**config.mk**
```make
export PLATFORM = sky130hd
export DESIGN_NAME = rms_window_meter_core
export DESIGN_NICKNAME = d
export VERILOG_FILES = /design/src/design/rwm_pkg.sv /design/src/design/rms_window_meter_core.sv /design/src/design/rwm_accum.sv /design/src/design/rwm_divsqrt.sv
export SDC_FILE = /design/constraint.sdc
export NUM_CORES = 2
export LEC_CHECK = 0
export BUFFER_PORTS_ARGS = -buffer_cell sky130_fd_sc_hd__buf_2
export CORE_MARGIN = 1.5
export CORE_UTILIZATION = 60
export CTS_CLUSTER_DIAMETER = 100
export DETAILED_ROUTE_END_ITERATION = 6
export HOLD_SLACK_MARGIN = 0.02
export PLACE_DENSITY = 0.76
export SYNTH_ARGS = -nofsm -noshare
export SYNTH_HDL_FRONTEND = slang
export SYNTH_SLANG_ARGS = --single-unit
export TNS_END_PERCENT = 20
```
**constraint.sdc**
```tcl
create_clock -name i_clk -period 10.75 [get_ports i_clk]
set_clock_uncertainty 0.1 [all_clocks]
set_input_delay 1.6125 -clock i_clk [delete_from_list [all_inputs] [get_ports i_clk]]
set_output_delay 1.6125 -clock i_clk [all_outputs]
set_load 0.02 [all_outputs]
```
**src/design/rwm_pkg.sv**
```systemverilog
package rwm_pkg;

    // Field and state widths
    localparam int SAMPLE_BITS   = 10;
    localparam int SQ_BITS       = 2 * SAMPLE_BITS;
    localparam int SUM_BITS      = 30;
    localparam int CNT_BITS      = 10;
    localparam int Q4_BITS       = 14;
    localparam int MV_BITS       = 16;

    // Configuration port
    localparam int CFG_IDX_BITS  = 2;
    localparam int CFG_DATA_BITS = 16;
    localparam logic [CFG_IDX_BITS-1:0] CFG_WINDOW_LENGTH = 2'd0;
    localparam logic [CFG_IDX_BITS-1:0] CFG_FULL_SCALE_MV = 2'd1;
    localparam logic [CNT_BITS-1:0]      WINDOW_RESET      = 10'd100;
    localparam logic [MV_BITS-1:0]       FULL_SCALE_RESET  = 16'd5000;

    // Arithmetic constants
    localparam logic [SUM_BITS-1:0] SUM_MAX      = '1;
    localparam int                  CODE_SQ_BITS = 20;
    localparam logic [CODE_SQ_BITS-1:0] CODE_FULL_SQ = 20'd1046529;  // 1023 * 1023
    localparam logic [Q4_BITS-1:0]  Q4_MAX       = '1;
    localparam logic [MV_BITS-1:0]  MV_MAX       = '1;

    // Shared divide / square-root unit
    localparam int NUM_BITS   = 62;
    localparam int DEN_BITS   = 30;
    localparam int QUO_BITS   = 32;
    localparam int STEP_BITS  = 5;
    localparam int DIV_STEPS  = 32;
    localparam int SQRT_STEPS = 16;
    localparam int MUL_BITS   = 32;

    typedef enum logic [0:0] {
        DS_DIV,
        DS_SQRT
    } t_ds_op;

    typedef struct packed {
        logic   start;
        t_ds_op op;
    } t_ds_ctl;

    typedef struct packed {
        logic load;
        logic add;
        logic clear;
    } t_acc_ctl;

    typedef enum logic [3:0] {
        ST_IDLE,
        ST_ACC,
        ST_CHECK,
        ST_DIV_Q4,
        ST_SQRT_Q4,
        ST_MUL_FS2,
        ST_MUL_NUM,
        ST_MUL_DEN,
        ST_DIV_MV,
        ST_SQRT_MV,
        ST_DONE
    } t_state;

endpackage

```
**src/design/rms_window_meter_core.sv**
```systemverilog
// Channel   | Direction | Handshake                 | Payload
// ----------+-----------+---------------------------+----------------------------------
// sample in | input     | i_in_valid / o_in_ready   | i_sample[9:0]
// result    | output    | o_out_valid / i_out_ready | o_rms_code_q4[13:0],
//           |           |                           | o_rms_millivolts[15:0]
// config    | input     | i_cfg_valid / o_cfg_ready | i_cfg_index[1:0], i_cfg_data[15:0]
//
// A sample that does not close its window is taken, squared, added and checked.
// The sample that closes a window then runs two 32-step divides
// and two 16-step roots in the shared divide / square-root unit, three multiplies.
// Reset (synchronous, active low) clears the count, the sum and the result beat; the
// registers return to 100 samples and 5000 mV. A stalled result holds in the output
// register; the next window runs meanwhile and waits only if it finishes first.
module rms_window_meter_core import rwm_pkg::*; (
    input  logic                     i_clk,
    input  logic                     i_rst_n,
    input  logic                     i_in_valid,
    output logic                     o_in_ready,
    input  logic [SAMPLE_BITS-1:0]   i_sample,
    output logic                     o_out_valid,
    input  logic                     i_out_ready,
    output logic [Q4_BITS-1:0]       o_rms_code_q4,
    output logic [MV_BITS-1:0]       o_rms_millivolts,
    input  logic                     i_cfg_valid,
    output logic                     o_cfg_ready,
    input  logic [CFG_IDX_BITS-1:0]  i_cfg_index,
    input  logic [CFG_DATA_BITS-1:0] i_cfg_data
);

    t_state r_state, n_state;

    logic [CNT_BITS-1:0] r_win_len;
    logic [MV_BITS-1:0]  r_fs_mv;
    logic                r_started;
    logic [QUO_BITS-1:0] r_fs2;
    logic [NUM_BITS-1:0] r_num;
    logic [DEN_BITS-1:0] r_den;
    logic [Q4_BITS-1:0]  r_q4_res;
    logic                r_out_valid;
    logic [Q4_BITS-1:0]  r_out_q4;
    logic [MV_BITS-1:0]  r_out_mv;

    t_acc_ctl            acc_ctl;
    t_ds_ctl             ds_ctl;
    logic                ds_run;
    logic                out_load;
    logic                ds_done;
    logic [QUO_BITS-1:0] ds_result;
    logic [NUM_BITS-1:0] ds_dividend;
    logic [DEN_BITS-1:0] ds_divisor;
    logic [SUM_BITS-1:0] acc_sum;
    logic [CNT_BITS-1:0] acc_count;
    logic [CNT_BITS-1:0] eff_len;
    logic [MUL_BITS-1:0] mul_a;
    logic [MUL_BITS-1:0] mul_b;
    logic [2*MUL_BITS-1:0] mul_prod;

    rwm_accum u_accum (
        .i_clk    (i_clk),
        .i_rst_n  (i_rst_n),
        .i_ctl    (acc_ctl),
        .i_sample (i_sample),
        .o_sum    (acc_sum),
        .o_count  (acc_count)
    );

    rwm_divsqrt u_divsqrt (
        .i_clk      (i_clk),
        .i_rst_n    (i_rst_n),
        .i_ctl      (ds_ctl),
        .i_dividend (ds_dividend),
        .i_divisor  (ds_divisor),
        .o_done     (ds_done),
        .o_result   (ds_result)
    );

    // Configuration writes only between samples; unknown indexes drop
    assign o_cfg_ready = (r_state == ST_IDLE);

    always_ff @(posedge i_clk) begin
        if (!i_rst_n) begin
            r_win_len <= WINDOW_RESET;
            r_fs_mv   <= FULL_SCALE_RESET;
        end else if (i_cfg_valid && o_cfg_ready) begin
            case (i_cfg_index)
                CFG_WINDOW_LENGTH: r_win_len <= i_cfg_data[CNT_BITS-1:0];
                CFG_FULL_SCALE_MV: r_fs_mv   <= i_cfg_data[MV_BITS-1:0];
                default: ;
            endcase
        end
    end

    // A zero window length acts as one sample
    assign eff_len = (r_win_len == '0) ? CNT_BITS'(1) : r_win_len;

    // Shared multiplier operands
    always_comb begin
        case (r_state)
            ST_MUL_FS2: begin
                mul_a = {{(MUL_BITS - MV_BITS){1'b0}}, r_fs_mv};
                mul_b = {{(MUL_BITS - MV_BITS){1'b0}}, r_fs_mv};
            end
            ST_MUL_NUM: begin
                mul_a = {{(MUL_BITS - SUM_BITS){1'b0}}, acc_sum};
                mul_b = r_fs2;
            end
            ST_MUL_DEN: begin
                mul_a = {{(MUL_BITS - CNT_BITS){1'b0}}, acc_count};
                mul_b = {{(MUL_BITS - CODE_SQ_BITS){1'b0}}, CODE_FULL_SQ};
            end
            default: begin
                mul_a = '0;
                mul_b = '0;
            end
        endcase
    end

    assign mul_prod = mul_a * mul_b;

    // Divide / root operands
    always_comb begin
        case (r_state)
            ST_DIV_Q4: begin
                ds_dividend = {{(NUM_BITS - SUM_BITS - 8){1'b0}}, acc_sum, 8'h00};
                ds_divisor  = {{(DEN_BITS - CNT_BITS){1'b0}}, acc_count};
            end
            ST_DIV_MV: begin
                ds_dividend = r_num;
                ds_divisor  = r_den;
            end
            default: begin
                ds_dividend = {{(NUM_BITS - QUO_BITS){1'b0}}, ds_result};
                ds_divisor  = r_den;
            end
        endcase
    end

    // Sequencer
    always_ff @(posedge i_clk) begin
        if (!i_rst_n) begin
            r_state <= ST_IDLE;
        end else begin
            r_state <= n_state;
        end
    end

    always_comb begin
        n_state    = r_state;
        o_in_ready = 1'b0;
        acc_ctl    = '0;
        ds_run     = 1'b0;
        ds_ctl.op  = DS_DIV;
        out_load   = 1'b0;
        case (r_state)
            ST_IDLE: begin
                o_in_ready = 1'b1;
                if (i_in_valid) begin
                    acc_ctl.load = 1'b1;
                    n_state      = ST_ACC;
                end
            end
            ST_ACC: begin
                acc_ctl.add = 1'b1;
                n_state     = ST_CHECK;
            end
            ST_CHECK: begin
                n_state = (acc_count >= eff_len) ? ST_DIV_Q4 : ST_IDLE;
            end
            ST_DIV_Q4: begin
                ds_run = 1'b1;
                if (ds_done) begin
                    n_state = ST_SQRT_Q4;
                end
            end
            ST_SQRT_Q4: begin
                ds_run    = 1'b1;
                ds_ctl.op = DS_SQRT;
                if (ds_done) begin
                    n_state = ST_MUL_FS2;
                end
            end
            ST_MUL_FS2: n_state = ST_MUL_NUM;
            ST_MUL_NUM: n_state = ST_MUL_DEN;
            ST_MUL_DEN: n_state = ST_DIV_MV;
            ST_DIV_MV: begin
                ds_run = 1'b1;
                if (ds_done) begin
                    n_state = ST_SQRT_MV;
                end
            end
            ST_SQRT_MV: begin
                ds_run    = 1'b1;
                ds_ctl.op = DS_SQRT;
                if (ds_done) begin
                    n_state = ST_DONE;
                end
            end
            ST_DONE: begin
                if (!r_out_valid || i_out_ready) begin
                    out_load      = 1'b1;
                    acc_ctl.clear = 1'b1;
                    n_state       = ST_IDLE;
                end
            end
            default: n_state = ST_IDLE;
        endcase
        ds_ctl.start = ds_run && !r_started;
    end

    // Issue each divide or root once per state
    always_ff @(posedge i_clk) begin
        if (!i_rst_n) begin
            r_started <= 1'b0;
        end else if (ds_done) begin
            r_started <= 1'b0;
        end else if (ds_ctl.start) begin
            r_started <= 1'b1;
        end
    end

    // Hold products and the code result, saturating the root
    always_ff @(posedge i_clk) begin
        case (r_state)
            ST_MUL_FS2: r_fs2 <= mul_prod[QUO_BITS-1:0];
            ST_MUL_NUM: r_num <= mul_prod[NUM_BITS-1:0];
            ST_MUL_DEN: r_den <= mul_prod[DEN_BITS-1:0];
            ST_SQRT_Q4: begin
                if (ds_done) begin
                    r_q4_res <= (ds_result > {{(QUO_BITS - Q4_BITS){1'b0}}, Q4_MAX})
                                ? Q4_MAX : ds_result[Q4_BITS-1:0];
                end
            end
            default: ;
        endcase
    end

    // Result beat register
    always_ff @(posedge i_clk) begin
        if (!i_rst_n) begin
            r_out_valid <= 1'b0;
        end else if (out_load) begin
            r_out_valid <= 1'b1;
        end else if (i_out_ready) begin
            r_out_valid <= 1'b0;
        end
    end

    always_ff @(posedge i_clk) begin
        if (out_load) begin
            r_out_q4 <= r_q4_res;
            r_out_mv <= (ds_result > {{(QUO_BITS - MV_BITS){1'b0}}, MV_MAX})
                        ? MV_MAX : ds_result[MV_BITS-1:0];
        end
    end

    assign o_out_valid      = r_out_valid;
    assign o_rms_code_q4    = r_out_q4;
    assign o_rms_millivolts = r_out_mv;

endmodule

```
**src/design/rwm_accum.sv**
```systemverilog
module rwm_accum import rwm_pkg::*; (
    input  logic                   i_clk,
    input  logic                   i_rst_n,
    input  t_acc_ctl               i_ctl,
    input  logic [SAMPLE_BITS-1:0] i_sample,
    output logic [SUM_BITS-1:0]    o_sum,
    output logic [CNT_BITS-1:0]    o_count
);

    logic [SQ_BITS-1:0]  r_sq;
    logic [SUM_BITS-1:0] r_sum;
    logic [CNT_BITS-1:0] r_count;
    logic [SUM_BITS:0]   sum_wide;

    // Saturating add of the registered square
    assign sum_wide = {1'b0, r_sum} + {{(SUM_BITS + 1 - SQ_BITS){1'b0}}, r_sq};

    // Square the sample as it is taken
    always_ff @(posedge i_clk) begin
        if (i_ctl.load) begin
            r_sq <= i_sample * i_sample;
        end
    end

    // Advance sum and count, drop both at window end
    always_ff @(posedge i_clk) begin
        if (!i_rst_n || i_ctl.clear) begin
            r_sum   <= '0;
            r_count <= '0;
        end else if (i_ctl.add) begin
            r_sum   <= sum_wide[SUM_BITS] ? SUM_MAX : sum_wide[SUM_BITS-1:0];
            r_count <= r_count + 1'b1;
        end
    end

    assign o_sum   = r_sum;
    assign o_count = r_count;

endmodule

```
**src/design/rwm_divsqrt.sv**
```systemverilog
module rwm_divsqrt import rwm_pkg::*; (
    input  logic                i_clk,
    input  logic                i_rst_n,
    input  t_ds_ctl             i_ctl,
    input  logic [NUM_BITS-1:0] i_dividend,
    input  logic [DEN_BITS-1:0] i_divisor,
    output logic                o_done,
    output logic [QUO_BITS-1:0] o_result
);

    logic                 r_busy;
    logic                 r_done;
    t_ds_op               r_op;
    logic [STEP_BITS-1:0] r_cnt;
    logic [QUO_BITS-1:0]  r_rem;
    logic [QUO_BITS-1:0]  r_work;
    logic [QUO_BITS-1:0]  r_quo;
    logic [DEN_BITS-1:0]  r_den;

    logic [QUO_BITS-1:0]  sub_a;
    logic [QUO_BITS-1:0]  sub_b;
    logic [QUO_BITS:0]    diff;
    logic                 fits;

    // Pick the trial operands: one divide bit or one root bit per step
    always_comb begin
        case (r_op)
            DS_DIV: begin
                sub_a = {r_rem[QUO_BITS-2:0], r_work[QUO_BITS-1]};
                sub_b = {{(QUO_BITS - DEN_BITS){1'b0}}, r_den};
            end
            DS_SQRT: begin
                sub_a = {r_rem[QUO_BITS-3:0], r_work[QUO_BITS-1:QUO_BITS-2]};
                sub_b = {r_quo[QUO_BITS-3:0], 2'b01};
            end
            default: begin
                sub_a = '0;
                sub_b = '0;
            end
        endcase
    end

    // Shared subtract and compare
    assign diff = {1'b0, sub_a} - {1'b0, sub_b};
    assign fits = !diff[QUO_BITS];

    // Step counter and done pulse
    always_ff @(posedge i_clk) begin
        if (!i_rst_n) begin
            r_busy <= 1'b0;
            r_done <= 1'b0;
            r_cnt  <= '0;
            r_op   <= DS_DIV;
        end else begin
            r_done <= 1'b0;
            if (i_ctl.start) begin
                r_busy <= 1'b1;
                r_op   <= i_ctl.op;
                r_cnt  <= (i_ctl.op == DS_DIV) ? STEP_BITS'(DIV_STEPS - 1)
                                                : STEP_BITS'(SQRT_STEPS - 1);
            end else if (r_busy) begin
                if (r_cnt == '0) begin
                    r_busy <= 1'b0;
                    r_done <= 1'b1;
                end else begin
                    r_cnt <= r_cnt - 1'b1;
                end
            end
        end
    end

    // Datapath: the quotient is known to fit in the low word, so the upper
    // dividend bits seed the partial remainder and only those steps run
    always_ff @(posedge i_clk) begin
        if (i_ctl.start) begin
            r_quo  <= '0;
            r_den  <= i_divisor;
            r_work <= i_dividend[QUO_BITS-1:0];
            if (i_ctl.op == DS_DIV) begin
                r_rem <= {{(2 * QUO_BITS - NUM_BITS){1'b0}}, i_dividend[NUM_BITS-1:QUO_BITS]};
            end else begin
                r_rem <= '0;
            end
        end else if (r_busy) begin
            r_rem <= fits ? diff[QUO_BITS-1:0] : sub_a;
            r_quo <= {r_quo[QUO_BITS-2:0], fits};
            if (r_op == DS_DIV) begin
                r_work <= {r_work[QUO_BITS-2:0], 1'b0};
            end else begin
                r_work <= {r_work[QUO_BITS-3:0], 2'b00};
            end
        end
    end

    assign o_done   = r_done;
    assign o_result = r_quo;

endmodule

```
==> flow_summary.ini <==
[detailed_routing]
wirelength_mm = 157
ant_nets = 0
vias_per_cell = 6.06
wl_per_cell_um = 23.9
drtIter0Drc = 3776
firstDrtPassIters = 6
drc = 0
vias = 39900

[pwr]
peakVddDrop_mv = 0.161
power_density_nw_per_um2 = 119
p_leak_nw = 26.3
clockPowerShare = 0.229
combPwrFrac = 0.436
p_int_mw = 3.99
swShare = 0.389
p_total_mw = 6.54
pwr-share-seq = 0.335
p_sw_mw = 2.54

[synth]
synth.yosys.seq_area_share = 0.205
synth_cells = 5458
synth_top_family_by_area = adder cells
synth_compound_area_frac = 0.0876
ys_top_cells_by_area = fa_1 34%, edfxtp_1 16%, ha_1 8.7%
ys.flop_type = edfxtp_1
ys_warn_count = 0
yosysTopAreaCellShare = 0.340
synth.net_count = 6737
synth-xor-area-share = 0.0239
synth_edf_count = 280
synth_top_area_cell = fa_1
yosysMostFrequentCell = inv_1
synth_mux_area_frac = 0.0325
async_flop_share = 0
synthAdderAreaFrac = 0.428
synth_seq_cells = 392
syn_avg_cell_area_um2 = 9.52
synthSimpleGateAreaFrac = 0.133
synthDistinctLibCells = 86
netlist_top_cells_count = 952 x inv_1, 883 x fa_1, 637 x nand2_1
synth.cell_area_um2 = 52000

[global_routing]
grt_max_degree = 82
grt_pass1_wl_mm = 243
grt_pass1_vias = 40900
grt_overflow = 0
track_usage = 0.362
antenna_found_initial = 4

[setup_path]
startpoint_type = register
criticalPathCategory = register to register
cp_slowest_cell = a21o_1
cp_max_fo = 32
worstPathRequired_ns = 10.94
cp_common_cell = fa_1
cp.arrival_ns = 10.21
ff2ff_setup_slack_ns = 0.73
max_stage_delay_ns = 0.99
reg2reg_depth = 25
end_kind = register

[sta]
period_share = 0.932
setup_viol = 0
hold_violations = 0
tns_ns = 0
grt_setup_unrepaired = false
fin_crit_ns = 10.02
fmax_ghz = 0.0998
slew_violations = 0
tightest_slew_ns = 1.30
slew_headroom = 0.130

[die]
top_level_ports = 66
die_area_um2 = 88400
die_h_um = 297
start_util = 0.607
fp.dieW_um = 297
core-area_um2 = 85500
rows = 107

[finish]
multi_input_area_um2 = 36700
fillers = 6853
stdcell_area_um2 = 55000
fin_util = 0.643
synthToLayoutAreaGrowth_pct = 5.86
fin_nets = 6677
drive_gt1_frac = 0.0672
seqCellArea_um2 = 10700

[clocking]
cts_setup_buffers = 0
cts-root-buf = clkbuf_16
cts_hold_repair.buffers = 0
cts_resized = 0
clock-sinks = 392
cts_max_path_buffers = 3
cts_tree = done
cts-buffers-inserted = 40
cts_htree_levels = 2
worstSkewPairLatency_ns = 0.57
clk_pin_slew_ns = 0.07

[placement]
place_area_um2 = 53600
portBuffers = 65
gp_congestion = 1.01
dp_hpwl_mm = 124

[min_path]
whs_path_depth = 0
min_path_type = register to register

[run_status]
outcome = completed

[job]
maxCapViolations = 0
-- per-stage QoR --
step / std cells / hold slack [ns] / worst slack [ns]
after floorplan: 5458 / 0.300 / 0.516
after global placement: 6500 / 0.300 / 1.14
after detailed placement: 6500 / 0.306 / 0.993
after CTS: 6574 / 0.321 / 0.934
after global routing: 6574 / 0.326 / 0.312
final: 6579 / 0.319 / 0.727
-- worst max-delay path: cells and delay by family, from the launching register on --
| family | cells | cell delay, ns |
|---|---|---|
| AOI/OAI and AO/OA | 6 | 2.87 |
| xor gates and xnor gates | 1 | 0.19 |
| adders and majority gates | 9 | 4.54 |
| buffers and inverters | 5 | 0.61 |
| DFF | 1 | 0.47 |
| and+or+nand+nor | 4 | 0.95 |
-- power by group through the flow --
stage	Combinational (mW)	Clock, mW	Sequential [mW]
floorplan	2.19	0	2.07
global placement	2.73	0	2.20
detailed placement	2.78	0	2.20
CTS	2.82	1.50	2.18
global route	3.15	1.56	2.19
finish	2.85	1.50	2.19
-- routing by layer --
metal | track usage | vias up | wire, µm | share of wire
met5 | 0 | - | 40 | 0.00025
met3 | 0.0848 | 471 | 17500 | 0.11
met1 | 0.487 | 20000 | 61000 | 0.39
met2 | 0.558 | 2242 | 70300 | 0.45
met4 | 0.171 | 6 | 8550 | 0.054
li1 | - | 17200 | - | -
-- flip-flops by register name (all words and copies together) (netlist names) --
name	flops
u_accum.r_sq	19
u_divsqrt.r_op	1
u_divsqrt.r_work	32
u_divsqrt.r_rem	31
o_rms_millivolts	16
u_accum.o_sum	30
u_divsqrt.o_result	32
r_q4_res	14
u_accum.o_count	10
u_divsqrt.r_busy	1
r_win_len	10
u_divsqrt.r_den	30
r_started	1
r_num	62
r_state	4
r_fs2	32
o_out_valid	1
u_divsqrt.r_cnt	5
r_fs_mv	16
r_den	30
u_divsqrt.o_done	1
o_rms_code_q4	14
-- final timing paths --
kind | startpoint | endpoint
min reg2reg | r_q4_res[8] | o_rms_code_q4[8]
max reg2reg | r_state[3] | r_num[41]
max | r_state[3] | r_num[41]
min | r_q4_res[8] | o_rms_code_q4[8]
-- cell type report --
cell class	instances	area share
Antenna cell	5	0.000227
Tap cell	1144	0.0260
Inverter	953	0.0650
Clock buffer	52	0.0200
Sequential cell	392	0.194
Clock inverter	22	0.00548
Multi-Input combinational cell	3825	0.667
Timing Repair Buffer	186	0.0227
-- kinds of logic after synthesis --
kind of cell | count (synthesis)
compound gates | 686
xor+xnor | 142
fa+ha+maj | 1246
buf+inv | 1241
flops | 392
mux | 162
simple gates | 1589
-- cell usage in the layout (no fill, tap or decap), types with 21 or more instances in the layout --
cell type and n:
nand4_1 29, buf_2 65, a21oi_1 195, dfxtp_1 110, a21o_1 93, mux2i_1 108, xor2_1 68, mux2_2 54
a22o_1 42, inv_1 951, nor2_1 564, edfxtp_1 280, nand2_1 637, clkbuf_16 42, fa_1 883, a211oi_1 38
nand3_1 38, a22oi_1 25, nor3_1 22, and2_1 63, buf_4 120, o21ai_0 113, nor2b_1 51, or2_2 21
ha_1 363, xnor2_1 74, and3_1 79, or3_1 22, o21bai_1 22
(Power assumes the default switching activity.)
